File: src/design/target_speed_estimator_assert.svh
// assertion macros used by the speed estimator module
`ifndef TARGET_SPEED_ESTIMATOR_ASSERT_SVH
`define TARGET_SPEED_ESTIMATOR_ASSERT_SVH

`ifndef SYNTHESIS
// same-cycle implication, checked out of reset
`define TSE_ASSERT_IMPL(lbl, ante, cons) \
    lbl: assert property (@(posedge aclk) disable iff (!aresetn) (ante) |-> (cons)) \
        else $error("tse assertion failed");
// next-cycle implication, checked out of reset
`define TSE_ASSERT_NEXT(lbl, ante, cons) \
    lbl: assert property (@(posedge aclk) disable iff (!aresetn) (ante) |=> (cons)) \
        else $error("tse assertion failed");
`else
`define TSE_ASSERT_IMPL(lbl, ante, cons)
`define TSE_ASSERT_NEXT(lbl, ante, cons)
`endif

`endif

File: src/design/tse_pkg.sv
// package with shared constants and types of the target speed estimator
package tse_pkg;

    localparam int FRAC_BITS    = 16;
    localparam int TIME_W       = 32;
    localparam int POS_W        = 32;
    localparam int SPEED_W      = 32;
    localparam int THR_W        = 31;
    localparam int IDLE_W       = 16;
    localparam int DP_W         = POS_W + 1;
    localparam int MS_W         = 10;
    localparam int MAG_W        = DP_W + 9;
    localparam int CNT_W        = $clog2(MAG_W + 1);
    localparam int CFG_W        = 32;

    localparam logic [MS_W-1:0]   MS_PER_SECOND = MS_W'(1000);
    localparam logic [THR_W-1:0]  SLEW_RESET    = THR_W'(10) << FRAC_BITS;
    localparam logic [IDLE_W-1:0] STALE_RESET   = IDLE_W'(200);
    localparam logic [IDLE_W-1:0] IDLE_MAX      = {IDLE_W{1'b1}};

    // configuration register indexes
    typedef enum logic [0:0] {
        REG_SLEW_THRESHOLD = 1'b0,
        REG_STALE_TIMEOUT  = 1'b1
    } cfg_reg_t;

    // sequencer states
    typedef enum logic [5:0] {
        ST_IDLE = 6'b000001,
        ST_PREP = 6'b000010,
        ST_MUL  = 6'b000100,
        ST_DIV  = 6'b001000,
        ST_SAT  = 6'b010000,
        ST_FIN  = 6'b100000
    } state_t;

endpackage

File: src/design/target_speed_estimator.sv
// Target speed estimator: finite-difference speed with slew limit and stale timeout.
// Input channel s_*: one transfer per position sample (time in ms, Q16.16 position).
// Result channel m_*: exactly one transfer per input item, carrying the filtered
// and raw speed in tdata and the updated / stale flags in tuser.
// Config channel cfg_*: index 0 writes slew_threshold, index 1 writes stale_timeout;
// always ready, write only while no item is in flight.
// An item with a new timestamp goes from accept to result through prep, scale,
// 42 restoring divider steps plus its done strobe, saturate and load.
// An item with a repeated timestamp goes through prep and load only. s_tready is
// high only while idle, so a new item is accepted only after the last one is
// loaded, and the final state may also wait on the receiver.
// The result sits in an output register: the next item is accepted while it waits,
// and a stalled receiver only holds the sequencer in its final state.
// Reset (aresetn low, synchronous) clears the stored time, position, speeds and
// idle count, loads the default threshold (10.0 in Q16.16) and timeout (200),
// and drops m_tvalid.
module target_speed_estimator
    import tse_pkg::*;
(
    input  logic        aclk,
    input  logic        aresetn,
    // config write channel
    input  logic        cfg_valid,
    output logic        cfg_ready,
    input  logic [0:0]  cfg_index,
    input  logic [31:0] cfg_data,
    // input channel
    input  logic        s_tvalid,
    output logic        s_tready,
    input  logic [63:0] s_tdata,   // [31:0] sample_time, [63:32] position
    // result channel
    output logic        m_tvalid,
    input  logic        m_tready,
    output logic [63:0] m_tdata,   // [31:0] filtered_speed, [63:32] raw_speed
    output logic [1:0]  m_tuser    // [0] updated, [1] stale
);

`include "target_speed_estimator_assert.svh"

    state_t state_reg, state_next;

    logic [THR_W-1:0]         slew_reg;
    logic [IDLE_W-1:0]        timeout_reg;

    logic [TIME_W-1:0]        last_time_reg;
    logic signed [POS_W-1:0]  last_pos_reg;
    logic signed [SPEED_W-1:0] last_raw_reg;
    logic signed [SPEED_W-1:0] held_reg;
    logic [IDLE_W-1:0]        idle_reg;

    logic [TIME_W-1:0]        in_time_reg;
    logic signed [POS_W-1:0]  in_pos_reg;
    logic                     upd_reg;
    logic [TIME_W-1:0]        dt_reg;
    logic                     neg_reg;
    logic [DP_W-1:0]          absdp_reg;
    logic signed [SPEED_W-1:0] raw_reg;

    logic                     m_tvalid_reg;
    logic [63:0]              m_tdata_reg;
    logic [1:0]               m_tuser_reg;

    logic                     s_fire, cfg_fire, out_free, fin_fire;
    logic signed [DP_W-1:0]   dp;
    logic [MAG_W:0]           product;
    logic                     div_start, div_done;
    logic [MAG_W-1:0]         quot;
    logic [SPEED_W-1:0]       raw_sat;
    logic signed [SPEED_W+1:0] diff, thr_s, held_cand;
    logic [IDLE_W-1:0]        idle_new;
    logic                     stale_new;
    logic signed [SPEED_W-1:0] held_new;

    assign cfg_ready = 1'b1;
    assign s_tready  = (state_reg == ST_IDLE);
    assign s_fire    = s_tvalid && s_tready;
    assign cfg_fire  = cfg_valid && cfg_ready;
    assign out_free  = !m_tvalid_reg || m_tready;
    assign fin_fire  = (state_reg == ST_FIN) && out_free;

    // sequencer
    always_comb begin
        state_next = state_reg;
        case (state_reg)
            ST_IDLE: if (s_fire) state_next = ST_PREP;
            ST_PREP: state_next = (in_time_reg != last_time_reg) ? ST_MUL : ST_FIN;
            ST_MUL:  state_next = ST_DIV;
            ST_DIV:  if (div_done) state_next = ST_SAT;
            ST_SAT:  state_next = ST_FIN;
            ST_FIN:  if (out_free) state_next = ST_IDLE;
            default: state_next = ST_IDLE;
        endcase
    end

    // position difference and scaling by 1000
    assign dp        = DP_W'(in_pos_reg) - DP_W'(last_pos_reg);
    assign product   = (MAG_W + 1)'(absdp_reg) * (MAG_W + 1)'(MS_PER_SECOND);
    assign div_start = (state_reg == ST_MUL);

    tse_div u_div (
        .aclk     (aclk),
        .aresetn  (aresetn),
        .start    (div_start),
        .dividend (product[MAG_W-1:0]),
        .divisor  (dt_reg),
        .done     (div_done),
        .quotient (quot)
    );

    // signed saturation of the quotient
    always_comb begin
        if (neg_reg) begin
            if (quot > MAG_W'(33'h080000000))
                raw_sat = 32'h80000000;
            else
                raw_sat = SPEED_W'(-quot[SPEED_W-1:0]);
        end else begin
            if (quot > MAG_W'(32'h7FFFFFFF))
                raw_sat = 32'h7FFFFFFF;
            else
                raw_sat = quot[SPEED_W-1:0];
        end
    end

    // slew limit, idle count and stale check
    always_comb begin
        thr_s = (SPEED_W + 2)'({1'b0, slew_reg});
        diff  = (SPEED_W + 2)'(raw_reg) - (SPEED_W + 2)'(held_reg);
        if (diff < -thr_s)
            held_cand = (SPEED_W + 2)'(held_reg) - thr_s;
        else if (diff > thr_s)
            held_cand = (SPEED_W + 2)'(held_reg) + thr_s;
        else
            held_cand = (SPEED_W + 2)'(raw_reg);
        if (!upd_reg)
            held_cand = (SPEED_W + 2)'(held_reg);
        if (upd_reg)
            idle_new = '0;
        else if (idle_reg != IDLE_MAX)
            idle_new = idle_reg + IDLE_W'(1);
        else
            idle_new = idle_reg;
        stale_new = idle_new > timeout_reg;
        held_new  = stale_new ? '0 : held_cand[SPEED_W-1:0];
    end

    // control, configuration and estimator state
    always_ff @(posedge aclk) begin
        if (!aresetn) begin
            state_reg     <= ST_IDLE;
            slew_reg      <= SLEW_RESET;
            timeout_reg   <= STALE_RESET;
            last_time_reg <= '0;
            last_pos_reg  <= '0;
            last_raw_reg  <= '0;
            held_reg      <= '0;
            idle_reg      <= '0;
            m_tvalid_reg  <= 1'b0;
        end else begin
            state_reg <= state_next;
            if (cfg_fire) begin
                case (cfg_reg_t'(cfg_index))
                    REG_SLEW_THRESHOLD: slew_reg    <= cfg_data[THR_W-1:0];
                    REG_STALE_TIMEOUT:  timeout_reg <= cfg_data[IDLE_W-1:0];
                    default: ;
                endcase
            end
            if (fin_fire) begin
                held_reg <= held_new;
                idle_reg <= idle_new;
                if (upd_reg) begin
                    last_raw_reg  <= raw_reg;
                    last_time_reg <= in_time_reg;
                    last_pos_reg  <= in_pos_reg;
                end
            end
            if (fin_fire)
                m_tvalid_reg <= 1'b1;
            else if (m_tready)
                m_tvalid_reg <= 1'b0;
        end
    end

    // payload registers
    always_ff @(posedge aclk) begin
        if (s_fire) begin
            in_time_reg <= s_tdata[TIME_W-1:0];
            in_pos_reg  <= s_tdata[TIME_W+POS_W-1:TIME_W];
        end
        if (state_reg == ST_PREP) begin
            upd_reg   <= (in_time_reg != last_time_reg);
            dt_reg    <= in_time_reg - last_time_reg;
            neg_reg   <= dp[DP_W-1];
            absdp_reg <= dp[DP_W-1] ? DP_W'(-dp) : DP_W'(dp);
        end
        if (state_reg == ST_SAT)
            raw_reg <= raw_sat;
        if (fin_fire) begin
            m_tdata_reg <= {(upd_reg ? raw_reg : last_raw_reg), held_new};
            m_tuser_reg <= {stale_new, upd_reg};
        end
    end

    assign m_tvalid = m_tvalid_reg;
    assign m_tdata  = m_tdata_reg;
    assign m_tuser  = m_tuser_reg;

    // a stale result always reports zero filtered speed
    `TSE_ASSERT_IMPL(a_stale_zero, m_tvalid && m_tuser[1], m_tdata[31:0] == '0)
    // an update clears the idle count, so it is never stale
    `TSE_ASSERT_IMPL(a_upd_not_stale, m_tvalid, !(m_tuser[0] && m_tuser[1]))
    // the divider finishes only while the sequencer waits on it
    `TSE_ASSERT_IMPL(a_div_done_state, div_done, state_reg == ST_DIV)
    // a result is loaded only once the previous one was taken
    `TSE_ASSERT_NEXT(a_fin_free, (state_reg == ST_FIN) && m_tvalid && !m_tready,
                     state_reg == ST_FIN)

endmodule

File: src/design/tse_div.sv
// restoring divider, one quotient bit per cycle
module tse_div
    import tse_pkg::*;
(
    input  logic              aclk,
    input  logic              aresetn,
    input  logic              start,
    input  logic [MAG_W-1:0]  dividend,
    input  logic [TIME_W-1:0] divisor,
    output logic              done,
    output logic [MAG_W-1:0]  quotient
);

    logic              busy_reg,  busy_next;
    logic              done_reg,  done_next;
    logic [CNT_W-1:0]  cnt_reg,   cnt_next;
    logic [MAG_W-1:0]  dq_reg,    dq_next;
    logic [TIME_W-1:0] rem_reg,   rem_next;
    logic [TIME_W-1:0] dvs_reg,   dvs_next;
    logic [TIME_W:0]   rem_sh;
    logic              ge;

    // load on start, else one shift-subtract step while busy
    always_comb begin
        rem_sh    = {rem_reg, dq_reg[MAG_W-1]};
        ge        = rem_sh >= {1'b0, dvs_reg};
        busy_next = busy_reg;
        done_next = 1'b0;
        cnt_next  = cnt_reg;
        dq_next   = dq_reg;
        rem_next  = rem_reg;
        dvs_next  = dvs_reg;
        if (start) begin
            busy_next = 1'b1;
            cnt_next  = '0;
            dq_next   = dividend;
            rem_next  = '0;
            dvs_next  = divisor;
        end else if (busy_reg) begin
            dq_next  = {dq_reg[MAG_W-2:0], ge};
            rem_next = ge ? TIME_W'(rem_sh - {1'b0, dvs_reg}) : rem_sh[TIME_W-1:0];
            cnt_next = cnt_reg + CNT_W'(1);
            if (cnt_reg == CNT_W'(MAG_W - 1)) begin
                busy_next = 1'b0;
                done_next = 1'b1;
            end
        end
    end

    // control registers
    always_ff @(posedge aclk) begin
        if (!aresetn) begin
            busy_reg <= 1'b0;
            done_reg <= 1'b0;
            cnt_reg  <= '0;
        end else begin
            busy_reg <= busy_next;
            done_reg <= done_next;
            cnt_reg  <= cnt_next;
        end
    end

    // datapath registers
    always_ff @(posedge aclk) begin
        dq_reg  <= dq_next;
        rem_reg <= rem_next;
        dvs_reg <= dvs_next;
    end

    assign done     = done_reg;
    assign quotient = dq_reg;

endmodule

File: config.mk
export PLATFORM = sky130hd
export DESIGN_NAME = target_speed_estimator
export DESIGN_NICKNAME = d
export VERILOG_FILES = /design/src/design/tse_pkg.sv /design/src/design/target_speed_estimator.sv /design/src/design/tse_div.sv
export VERILOG_INCLUDE_DIRS = /design/src /design/src/design
export SDC_FILE = /design/constraint.sdc
export NUM_CORES = 2
export LEC_CHECK = 0
export BUFFER_PORTS_ARGS = -buffer_cell sky130_fd_sc_hd__clkbuf_2
export CAP_MARGIN = 5
export CORE_ASPECT_RATIO = 1.5
export CORE_MARGIN = 3
export CORE_UTILIZATION = 45
export CTS_BUF_LIST = sky130_fd_sc_hd__clkbuf_8 sky130_fd_sc_hd__clkbuf_16
export DETAILED_ROUTE_END_ITERATION = 6
export PLACE_DENSITY_LB_ADDON = 0.1
export SLEW_MARGIN = 5
export SYNTH_ARGS = -nofsm -noshare
export SYNTH_HDL_FRONTEND = slang
export SYNTH_SLANG_ARGS = --single-unit
File: constraint.sdc
create_clock -name aclk -period 7.2 [get_ports aclk]
set_clock_uncertainty 0.2 [all_clocks]
set_input_delay 1.08 -clock aclk [delete_from_list [all_inputs] [get_ports aclk]]
set_output_delay 1.08 -clock aclk [all_outputs]
set_load 0.05 [all_outputs]
==> impl_results.md <==
- Status: finished clean
- Sw Ratio: 36.01%
- Main combinational cell family by area after synthesis: compound AO/OA/AOI/OAI gates
- Hold Vio Cnt, Final: 0
- DR DRC count: 0
- CP arrival: 7.03 ns
- Pre-antenna DRT Iters: 5
- Rows: 131
- Cell Area, Synth: 38910 um^2
- Worst-Margin Slew: 1.136 ns
- Synth cell types: 110
- Dominant synthesized flop cell: edfxtp_1
- Leak: 16.82 nW
- Most frequent cells in the layout: 529 x nand2_1, 449 x a21oi_1, 383 x inv_1
- Share of cells above drive strength 1: 9.385%
- IO buf count: 168
- Register area share after synthesis: 35.56%
- Largest net degree at the start of global routing: 95
- Routed wire per std cell: 19.37 um
- Worst skew pair latency: 0.65 ns
- Die Y-Extent: 366.1 um
- Power density cells: 270.1 nW/um^2
- Syn Nets: 4860
- Max-slew headroom: 23.63%
- Reg2Reg Depth: 26
- Peak Freq: 147.9 MHz
- Total number of vias: 30750
- Final setup fails: 0
- Hold Buf Count CTS: 0
- Sequential power share: 31.8%
- Largest register FFs: 64
- Mapped Cells: 4272
- Clock Tree Buf Depth: 3
- RSZ-0062 raised after global routing: false
- Sw Pwr: 0.004179 W
- Post-Synth Adder-Cell Area: 18.10%
- Antenna violations before repair: 0
- Antenna Cells: 0
- Max cap viols: 0
- Setup crit end kind: register
- Synth warn: 0
- Hold path depth: 0
- Final Max Tran Viols: 0
- Post-DP HPWL: 83790 um
- Area growth, synth to finish: 10.43%
- CTS H-tree depth: 2
- Initial Util: 45.56%
- Clock Sinks: 541
- Combinational share of power: 40.9%
- Final wirelength: 107500 um
- CP Launch Type: register
- CTS root buf: clkbuf_16
- Post-synthesis xor/xnor area fraction: 5.200%
- Data required time of the worst path: 7.47 ns
- Period utilisation layout: 93.89%
- Num CTS Buffers: 56
- EDFF count, synth: 300
- IO Pins: 171
- DRT iter0 DRCs: 1470
- First-pass GRT wire length: 168400 um
- CTS tree: built
- Synthesized area per cell: 9.107 um^2
- Detail Route Antenna Nets: 0
- IR drop worst, VDD: 0.2714 mV
- Crit Path Category: reg2reg
- Post-synthesis mux area share: 1.595%
- Commonest non-fill, non-tap cell in the layout: nand2_1
- Die area: 90090 um^2
- Critical-path maximum fanout: 38
- Fin area: 42960 um^2
- Die span in x: 246.1 um
- Synthesized flop and latch total: 541
- Area post-placement: 40920 um^2
- Core area: 85400 um^2
- Clock power share: 27.3%
- Tot Pwr: 0.01160 W
- Final Critical Period: 6.760 ns
- Synth Area in Compound Gates: 19.55%
- Setup TNS: 0 ns
- GP Congestion: 0.9641
- HP Class: reg2reg
- Gr usage total: 23.63%
- Post-synth ARST share: 0%
- Simple-gate portion of the synthesized area: 14.56%
- Int Power: 0.007426 W
- CTS clk-pin slew, worst paths: 0.07 ns
- Final net count: 4962
- Grt ovf: 0
- Via density: 5.538
- Vias in the first global route: 30690
area by class of cell:
type,instances,area (um^2)
Inverter,382,1441
Multi-Input combinational cell,3178,23020
Clock inverter,42,491.7
Fill cell,8214,42430
Tap cell,1130,1414
Clock buffer,64,1545
Timing Repair Buffer,215,1219
Sequential cell,541,13830
path summary, 6_finish.rpt:
| kind | start | slack, ns | to |
|---|---|---|---|
| worst min-delay path | dt_reg[22]$_DFFE_PP_ | 0.22 | u_div.dvs_reg[22]$_DFFE_PP_ |
| worst min register to register | dt_reg[22]$_DFFE_PP_ | 0.22 | u_div.dvs_reg[22]$_DFFE_PP_ |
| worst max-delay path | held_reg[1]$_SDFFE_PN0P_ | 0.44 | m_tdata[7]$_DFFE_PP_ |
| worst max register to register | held_reg[1]$_SDFFE_PN0P_ | 0.44 | m_tdata[7]$_DFFE_PP_ |
power groups by stage:
stage	Clock [W]	Sequential, W	Combinational [W]
floorplan	0	0.00369	0.00382
global placement	0	0.00376	0.00472
detailed placement	0	0.00376	0.00476
CTS	0.00328	0.00369	0.00478
global route	0.00339	0.00372	0.00541
finish	0.00316	0.00369	0.00475
cells in the mapped netlist, drive strengths merged (11+ instances only):
master | n | share of area, %
clkbuf | 131 | 1.3
nor4 | 25 | 0.51
mux2 | 32 | 0.93
o21bai | 41 | 0.79
or2 | 16 | 0.26
a211oi | 43 | 0.83
o2bb2ai | 23 | 0.52
mux2i | 26 | 0.67
o21a | 35 | 0.68
xnor2 | 165 | 3.7
o211ai | 26 | 0.51
fa | 128 | 6.6
a311oi | 11 | 0.26
nand3 | 95 | 1.2
o22ai | 29 | 0.48
xor2 | 66 | 1.5
and2 | 22 | 0.35
nand4 | 42 | 0.68
or3 | 31 | 0.56
nor2 | 214 | 2.1
o211a | 13 | 0.33
and3 | 17 | 0.27
nor2b | 36 | 0.58
dfxtp | 241 | 12
o31ai | 26 | 0.51
nor3 | 80 | 1.1
a2111oi | 11 | 0.30
or4 | 12 | 0.24
nor3b | 13 | 0.26
a21oi | 450 | 5.8
ha | 358 | 12
edfxtp | 300 | 23
a31oi | 28 | 0.45
o21ai | 228 | 2.9
a211o | 11 | 0.25
a21o | 88 | 1.7
inv | 379 | 3.7
nand2 | 531 | 5.1
o31a | 14 | 0.32
buf | 40 | 0.49
o311ai | 27 | 0.61
nand2b | 46 | 0.75
routing by layer:
metal,vias to the layer above,global-route usage (%),share of wire [%]
met5,-,0,0
li1,15420,-,-
met4,0,12.38,6.0
met3,234,2.409,3.1
met2,591,44.14,52
met1,14500,26.03,39
cell families after synthesis:
family,count (synthesis)
flops,541
other cells,1
fa+ha+maj,486
simple gates,1204
buf+inv,553
compound gates,1198
xor+xnor,231
mux,58
worst max-delay path, stage by stage, from the launching register on:
cell and delay (ns):
dfxtp_1 0.50, inv_1 0.14, ha_1 0.30, nor2b_1 0.14, o31a_1 0.29, o31ai_2 0.33, o22ai_1 0.22, o21ai_0 0.40
nand2b_1 0.10, a21oi_1 0.22, o21ai_0 0.17, a21o_1 0.21, a21oi_1 0.16, xnor2_1 0.20, ha_1 0.31, a21oi_1 0.16
a21oi_1 0.08, nor4_1 0.21, o21ai_1 0.13, a2111oi_0 0.60, or2_1 0.23, buf_12 0.17, buf_12 0.21, nor3_1 0.09
o21ai_1 0.10, or3b_1 0.37, a211oi_1 0.28
through the flow:
step	hold WS (ns)	cells	utilization, %	setup slack, ns
floorplan	0.2003	4272	-	1.549
global placement	0.2023	5446	47.91	0.1454
detailed placement	0.2045	5446	47.91	0.5010
CTS	0.2146	5552	50.30	0.4750
global route	0.2236	5552	50.31	0.006740
finish	0.2151	5552	50.31	0.4400
repair_timing:
item,in CTS,in global routing
endpoints found under the setup margin,0,1
resized for setup,0,1
buffers inserted,0,0
Power figures use the tool's default switching activity.
